`src/hdl/mse_pkg.sv`:
```
// Shared definitions for the stream-event expander.
// Status codes and fixed field widths; no dependencies.
package mse_pkg;

    // Fixed field widths
    localparam int WORD_W   = 32;
    localparam int CFG_W    = 16;
    localparam int STATUS_W = 3;
    localparam int PLEN_W   = 24;   // parameter byte length field of an event word

    // Result status codes
    localparam logic [STATUS_W-1:0] ST_OK       = 3'd0;
    localparam logic [STATUS_W-1:0] ST_NOROOM   = 3'd1;
    localparam logic [STATUS_W-1:0] ST_NOEVENT  = 3'd2;
    localparam logic [STATUS_W-1:0] ST_SRCSHORT = 3'd3;
    localparam logic [STATUS_W-1:0] ST_DSTSHORT = 3'd4;

endpackage

```
`src/hdl/midi_stream_event_expander.sv`:
```
// Stream-event buffer expander: top level.
// Expands delta/event pairs, inserts stream-id words and copies parameter words.
// Depends on mse_pkg.
//
// Channel   | Dir | tdata (low bit up)                      | tlast    | tuser
// ----------+-----+-----------------------------------------+----------+-----------
// s_        | in  | in_word[31:0], zero pad                 | in_last  | -
// m_        | out | out_word[31:0], bytes_written, zero pad | out_end  | out_status
// cfg_wr_*  | in  | dst_capacity_words[15:0]                | -        | -
//
// A request is held in an input register and expanded into a result register.
// Event and parameter words give one result each, drained words none; a delta word
// with room gives two, itself and a stream-id word, on the single result port.
// aresetn is synchronous, active low; capacity resets to 16384 words.
// Room is reloaded from the capacity register at the first word of each buffer.
// A stalled result port stops expansion; dropped words still drain while stalled.
module midi_stream_event_expander
    import mse_pkg::*;
#(
    parameter int CAPACITY_BITS = 16
) (
    input  logic                  aclk,
    input  logic                  aresetn,
    // configuration
    input  logic                  cfg_wr_en,
    input  logic [CFG_W-1:0]      cfg_wr_data,
    // source words
    input  logic                  s_tvalid,
    output logic                  s_tready,
    input  logic [WORD_W-1:0]     s_tdata,    // in_word[31:0]
    input  logic                  s_tlast,    // in_last
    // expanded words
    output logic                  m_tvalid,
    input  logic                  m_tready,
    output logic [((WORD_W+CAPACITY_BITS+2+7)/8)*8-1:0] m_tdata,
                                              // out_word[31:0], bytes_written, zero pad
    output logic                  m_tlast,    // out_end
    output logic [STATUS_W-1:0]   m_tuser     // out_status
);

    localparam int CB     = CAPACITY_BITS;
    localparam int RW     = CAPACITY_BITS + 2;
    localparam int TD_W   = ((WORD_W + RW + 7) / 8) * 8;
    localparam int PAD_W  = TD_W - WORD_W - RW;
    localparam int WCNT_W = PLEN_W - 1;                  // rounded word count width
    localparam int CMP_W  = (CB > WCNT_W) ? CB : WCNT_W;
    localparam int EXT_W  = (CB > CFG_W) ? CB : CFG_W;

    // Phase codes
    localparam logic [1:0] PH_DELTA  = 2'd0;
    localparam logic [1:0] PH_EVENT  = 2'd1;
    localparam logic [1:0] PH_PARAMS = 2'd2;
    localparam logic [1:0] PH_DRAIN  = 2'd3;

    // Configuration register
    logic [CFG_W-1:0] cap_reg;

    always_ff @(posedge aclk) begin
        if (!aresetn) begin
            cap_reg <= CFG_W'(16384);
        end else if (cfg_wr_en) begin
            cap_reg <= cfg_wr_data;
        end
    end

    logic [EXT_W-1:0] cap_ext;
    logic [CB-1:0]    cap_room;
    assign cap_ext  = EXT_W'(cap_reg);
    assign cap_room = cap_ext[CB-1:0];

    // Input holding register
    logic              hold_valid_reg;
    logic [WORD_W-1:0] hold_word_reg;
    logic              hold_last_reg;

    // Expansion state
    logic [1:0]    phase_reg, phase_next;
    logic          sub_reg, sub_next;        // second result of a delta word pending
    logic [CB-1:0] extra_reg, extra_next;
    logic [CB-1:0] room_reg, room_next;
    logic [RW-1:0] written_reg, written_next;

    // Result register
    logic                m_valid_reg;
    logic [WORD_W-1:0]   m_word_reg;
    logic                m_end_reg;
    logic [STATUS_W-1:0] m_status_reg;
    logic [RW-1:0]       m_bytes_reg;

    // Per-step results
    logic                res_valid;
    logic [WORD_W-1:0]   res_word;
    logic                res_end;
    logic [STATUS_W-1:0] res_status;
    logic [RW-1:0]       res_bytes;
    logic                item_done;
    logic                out_free;
    logic                fire;

    // Helpers
    logic [CB-1:0]     room_eff;
    logic [CB-1:0]     room_dec;
    logic [CB-1:0]     extra_dec;
    logic [RW-1:0]     written_inc;
    logic [WCNT_W-1:0] words;
    logic [CMP_W-1:0]  words_ext;
    logic [CMP_W-1:0]  room_ext;

    assign room_eff    = (phase_reg == PH_DELTA && written_reg == '0) ? cap_room : room_reg;
    assign room_dec    = (room_eff != '0) ? room_eff - CB'(1) : room_eff;
    assign extra_dec   = (extra_reg != '0) ? extra_reg - CB'(1) : extra_reg;
    assign written_inc = written_reg + RW'(4);
    assign words       = hold_word_reg[WORD_W-1]
                         ? WCNT_W'(({1'b0, hold_word_reg[PLEN_W-1:0]} + 25'd3) >> 2)
                         : '0;
    assign words_ext   = CMP_W'(words);
    assign room_ext    = CMP_W'(room_dec);

    // Expansion of the held word
    always_comb begin
        res_valid    = 1'b0;
        res_word     = '0;
        res_end      = 1'b0;
        res_status   = ST_OK;
        res_bytes    = written_reg;
        item_done    = 1'b1;
        phase_next   = phase_reg;
        sub_next     = 1'b0;
        extra_next   = extra_reg;
        room_next    = room_eff;
        written_next = written_reg;

        unique case (phase_reg)
            PH_DRAIN: begin
                if (hold_last_reg) begin
                    phase_next = PH_DELTA;
                end
            end
            PH_DELTA: begin
                res_valid = 1'b1;
                if (sub_reg) begin
                    // inserted stream-id word
                    room_next    = room_dec;
                    written_next = written_inc;
                    res_bytes    = written_inc;
                    res_end      = hold_last_reg;
                    res_status   = hold_last_reg ? ST_NOEVENT : ST_OK;
                    phase_next   = hold_last_reg ? PH_DELTA : PH_EVENT;
                end else if (room_eff < CB'(3)) begin
                    res_end    = 1'b1;
                    res_status = ST_NOROOM;
                    phase_next = hold_last_reg ? PH_DELTA : PH_DRAIN;
                end else begin
                    // delta word itself; the stream-id word follows as the next result
                    room_next    = room_dec;
                    written_next = written_inc;
                    res_bytes    = written_inc;
                    res_word     = hold_word_reg;
                    sub_next     = 1'b1;
                    item_done    = 1'b0;
                end
            end
            PH_EVENT: begin
                res_valid    = 1'b1;
                res_word     = hold_word_reg;
                room_next    = room_dec;
                written_next = written_inc;
                res_bytes    = written_inc;
                priority if (words == '0) begin
                    res_end    = hold_last_reg;
                    phase_next = PH_DELTA;
                end else if (hold_last_reg) begin
                    res_end    = 1'b1;
                    res_status = ST_SRCSHORT;
                    phase_next = PH_DELTA;
                end else if (words_ext > room_ext) begin
                    res_end    = 1'b1;
                    res_status = ST_DSTSHORT;
                    phase_next = PH_DRAIN;
                end else begin
                    extra_next = words_ext[CB-1:0];
                    phase_next = PH_PARAMS;
                end
            end
            PH_PARAMS: begin
                res_valid    = 1'b1;
                res_word     = hold_word_reg;
                room_next    = room_dec;
                written_next = written_inc;
                res_bytes    = written_inc;
                extra_next   = extra_dec;
                priority if (extra_dec == '0) begin
                    res_end    = hold_last_reg;
                    phase_next = hold_last_reg ? PH_DELTA : PH_DELTA;
                end else if (hold_last_reg) begin
                    res_end    = 1'b1;
                    res_status = ST_SRCSHORT;
                    phase_next = PH_DELTA;
                end else begin
                    // more parameter words follow
                    phase_next = PH_PARAMS;
                end
            end
            default: begin
            end
        endcase

        // end of buffer: fresh start for the next word
        if (item_done && hold_last_reg) begin
            phase_next   = PH_DELTA;
            extra_next   = '0;
            room_next    = cap_room;
            written_next = '0;
        end
    end

    // Handshake
    assign out_free = !m_valid_reg || m_tready;
    assign fire     = hold_valid_reg && (out_free || !res_valid);
    assign s_tready = !hold_valid_reg || (fire && item_done);

    // Input register
    always_ff @(posedge aclk) begin
        if (!aresetn) begin
            hold_valid_reg <= 1'b0;
        end else if (s_tready) begin
            hold_valid_reg <= s_tvalid;
        end
    end

    always_ff @(posedge aclk) begin
        if (s_tready && s_tvalid) begin
            hold_word_reg <= s_tdata;
            hold_last_reg <= s_tlast;
        end
    end

    // State update
    always_ff @(posedge aclk) begin
        if (!aresetn) begin
            phase_reg   <= PH_DELTA;
            sub_reg     <= 1'b0;
            extra_reg   <= '0;
            room_reg    <= CB'(16384 % (1 << CAPACITY_BITS));
            written_reg <= '0;
        end else if (fire) begin
            phase_reg   <= phase_next;
            sub_reg     <= sub_next;
            extra_reg   <= extra_next;
            room_reg    <= room_next;
            written_reg <= written_next;
        end
    end

    // Result register
    always_ff @(posedge aclk) begin
        if (!aresetn) begin
            m_valid_reg <= 1'b0;
        end else if (fire && res_valid) begin
            m_valid_reg <= 1'b1;
        end else if (m_tready) begin
            m_valid_reg <= 1'b0;
        end
    end

    always_ff @(posedge aclk) begin
        if (fire && res_valid) begin
            m_word_reg   <= res_word;
            m_end_reg    <= res_end;
            m_status_reg <= res_status;
            m_bytes_reg  <= res_bytes;
        end
    end

    assign m_tvalid = m_valid_reg;
    assign m_tlast  = m_end_reg;
    assign m_tuser  = m_status_reg;

    generate
        if (PAD_W > 0) begin : g_pad
            assign m_tdata = {{PAD_W{1'b0}}, m_bytes_reg, m_word_reg};
        end else begin : g_nopad
            assign m_tdata = {m_bytes_reg, m_word_reg};
        end
    endgenerate

    // Checks
    a_err_ends: assert property (@(posedge aclk) disable iff (!aresetn)
        m_valid_reg && (m_status_reg != ST_OK) |-> m_end_reg)
        else $error("error result without end mark");

    a_sub_delta: assert property (@(posedge aclk) disable iff (!aresetn)
        sub_reg |-> (phase_reg == PH_DELTA) && hold_valid_reg)
        else $error("stream-id pending outside delta phase");

    a_extra_params: assert property (@(posedge aclk) disable iff (!aresetn)
        (phase_reg == PH_PARAMS) == (extra_reg != '0))
        else $error("parameter count out of step with phase");

    a_ok_bytes: assert property (@(posedge aclk) disable iff (!aresetn)
        m_valid_reg && (m_status_reg == ST_OK) |-> (m_bytes_reg != '0))
        else $error("written result with zero byte count");

endmodule
```
`config.mk`:
```
export PLATFORM = sky130hd
export DESIGN_NAME = midi_stream_event_expander
export DESIGN_NICKNAME = d
export VERILOG_FILES = /design/src/hdl/mse_pkg.sv /design/src/hdl/midi_stream_event_expander.sv
export SDC_FILE = /design/constraint.sdc
export NUM_CORES = 1
export LEC_CHECK = 0
export ABC_CLOCK_PERIOD_IN_PS = 5640
export BUFFER_PORTS_ARGS = -buffer_cell sky130_fd_sc_hd__buf_2
export CAP_MARGIN = 20
export CORE_ASPECT_RATIO = 0.5
export CORE_MARGIN = 5
export CORE_UTILIZATION = 58
export DETAILED_ROUTE_END_ITERATION = 10
export PLACE_DENSITY = 0.8
export SLEW_MARGIN = 10
export SYNTH_ARGS = -nofsm -noshare
export SYNTH_HDL_FRONTEND = slang
export SYNTH_SLANG_ARGS = --single-unit
```
`constraint.sdc`:
```
create_clock -name aclk -period 5.64 [get_ports aclk]
set_input_delay 0.282 -clock aclk [delete_from_list [all_inputs] [get_ports aclk]]
set_output_delay 0.282 -clock aclk [all_outputs]
set_load 0.01 [all_outputs]
```
==> qor.txt <==
Sw frac = 31.1%
Ys async rst share = 0%
Crit-path max FO = 24
Number of CTS-inserted buffers = 17
CP required = 5.96 ns
Initial DRC Count = 846
Logic pwr share = 23.5%
Max rail drop VDD = 0.206 mV
Routed len/inst = 18.6 um
DRC viols = 0
CTS tree = done
Post-synthesis cell area = 8460 um^2
Status = finished, final reports clean
Min cycle time layout = 5.32 ns
Synthesized instance count = 883
Core Region = 14400 um^2
Static leakage = 0.00385 uW
NumNets Final = 1059
Critical path arrival = 5.65 ns
CTS clk-pin slew, worst paths = 0.07 ns
Max Slew Vio Count = 0
Hold Vio Cnt, Final = 0
Sequential share of the synthesized area = 46.5%
Final setup violation count = 0
Die Footprint = 17200 um^2
Int Pwr = 2230 uW
Sequential Power Share = 41.4%
Setup crit end kind = register
CTS Sinks = 154
Tightest Pin Transition = 1.04 ns
Crit start category = register
Global-route wire length before repair = 35000 um
RSZ-0062 raised after global routing = false
Fin crit share = 94.4%
Fraction of layout cells with a size suffix above 1 = 17.9%
Dominant synthesized flop cell = edfxtp_1
Hold Path Class = input pin to register
Post-Syn Area per Cell = 9.58 um^2
Pwr Density = 331 nW/um^2
FILL cells = 1121
Pin count of the biggest net entering global routing = 34
Setup TNS = 0 ns
Routed Antenna Nets = 0
Rows = 31
# IOs = 116
Die height = 95.4 um
Top achievable clock speed = 0.188 GHz
Synth cell types = 82
Initial antenna violation count = 0
Inst Count DP = 1153
Non-filler instance count after layout = 1190
Max-cap violations = 0
Port Buffers = 107
Fin util = 67.8%
Clock latency on the worst-skew pair = 0.44 ns
Worst slew margin = 30.4%
Die Wd = 181 um
Synthesis-stage register bit count = 154
EDFF count, synth = 85
First-pass DRT Iterations = 5
GRT Total Usage = 25.7%
Max H-tree Level = 4
Vias per cell = 6.14
Routed WL = 22200 um
Clock power share = 35.1%
Clk root buf = clkbuf_16
Starting Density = 58.8%
Vias in the first global route = 6852
GP Congestion = 0.959
Antenna cells = 0
Net Switching = 1010 uW
Via count = 7308
Synth warnings = 0
CTS Buffer Depth = 2
Global route total overflow = 0
Detail Placement HPWL = 15900 um
Setup Skew = 0.0112 ns
Area Growth Syn to Fin = 15.4%
WS Path Type = register to register
[layout by cell type, fill, tap and decap left out, drive strengths merged, types with 5 or more instances in the layout]
cell,count
xor2,15
o21a,5
or4,6
nor2,68
clkinv,6
a21o,15
mux2i,35
dfxtp,69
a22o,10
conb,8
and3,13
ha,26
nand2b,7
xnor2,13
edfxtp,85
a21oi,41
clkbuf,18
buf,122
nor3,28
nand2,86
o21ai,63
and2,46
inv,20
a22oi,6
o221a,5
nor4,23
a31oi,17
nand4,10
o211ai,8
nor2b,8
or3,9
nor3b,6
nand3,24
[worst paths after layout]
check                    start           endpoint  slack [ns]  cells after the start
max               phase_reg[0]       extra_reg[5]        0.32                     18
min                s_tdata[22]  hold_word_reg[22]        0.02                      1
max reg2reg       phase_reg[0]       extra_reg[5]        0.32                     18
min reg2reg  hold_word_reg[27]     m_word_reg[27]        0.52                      1
[synth_stat cells (6+ instances only)]
cell,number,area (um^2)
nand3_1,24,120
nor2_1,67,251
o21ai_0,61,305
xnor2_1,13,114
inv_1,16,60.1
edfxtp_1,85,2550
a21oi_1,40,200
a21o_1,14,105
nor2b_1,8,50.1
and3_1,12,75.1
ha_1,26,325
clkbuf_1,34,128
xor2_1,15,131
nand2b_1,7,43.8
nand4_1,10,62.6
nor3b_1,6,45.0
or3_1,8,50.1
nor4_1,21,131
buf_2,10,50.1
a22oi_1,6,45.0
nor3_1,28,140
o211ai_1,8,60.1
a22o_1,10,87.6
nand2_1,85,319
a31oi_1,17,106
mux2i_1,35,350
dfxtp_1,69,1380
buf_4,8,60.1
and2_1,46,288
[cell type report]
class,instances,area [um^2],area share [%]
multi-input cells,664,4260,43.6
repair buffers,125,682,6.99
inverters,17,63.8,0.654
well taps,198,248,2.54
clock buffers,18,429,4.40
flip-flops and latches,154,3930,40.3
clock inverters,14,146,1.50
[power groups by stage]
stage                     registers [uW]  clock network (uW)  logic [uW]
after floorplan                     1360                   0         510
after global placement              1360                   0         721
after detailed placement            1360                   0         736
after CTS                           1340                1140         741
after global routing                1350                1200         832
final                               1340                1130         761
[critical path: stages, from the launching register on]
cell and delay, ns:
dfxtp_1 0.42, inv_1 0.10, ha_1 0.26, nor4b_1 0.16, nand4_1 0.22, buf_4 0.40
nand2_1 0.09, nand2_1 0.14, inv_1 0.07, ha_1 0.28, a21oi_1 0.47, xor2_1 0.34
ha_1 0.32, a211oi_1 0.35, a31oi_1 0.13, o31ai_1 0.39, a311o_1 0.27, nand2_1 0.32
a221o_1 0.46
[per-stage QoR]
step | worst slack [ns] | power (uW) | hold WS, ns | area [um^2]
floorplan | 0.704 | 1870 | 0.381 | 8480
global placement | 0.605 | 2080 | 0.458 | 9140
detailed placement | 0.456 | 2100 | 0.460 | 9140
CTS | 0.404 | 3220 | 0.00949 | 9710
global route | 0.0445 | 3380 | 0.000589 | 9760
finish | 0.318 | 3240 | 0.0223 | 9760
[layer usage]
layer,global-route usage (%),wire length (um)
met1,33.8,9620
met2,42.0,10200
met3,7.20,1980
met4,8.18,319
met5,0,0
[repair_timing]
| item | CTS | global route |
|---|---|---|
| hold buffers | 0 | 3 |
| endpoints found under the hold margin | 0 | 3 |
| setup buffers | 0 | 0 |
| endpoints found under the setup margin | 0 | 9 |
| resized for setup | 0 | 1 |
[kinds of logic (layout without fill, tap and decap cells)]
family / Yosys count / after routing / synth area share [%]
compound gates: 213 / 213 / 16.7
fa+ha+maj: 26 / 26 / 3.85
other cells: 1 / 8 / 0.0443
mux: 39 / 39 / 4.67
xor+xnor: 28 / 28 / 2.90
flops: 154 / 154 / 46.5
buf+inv: 72 / 174 / 3.79
simple gates: 350 / 350 / 21.5
Power figures use the tool's default switching activity.
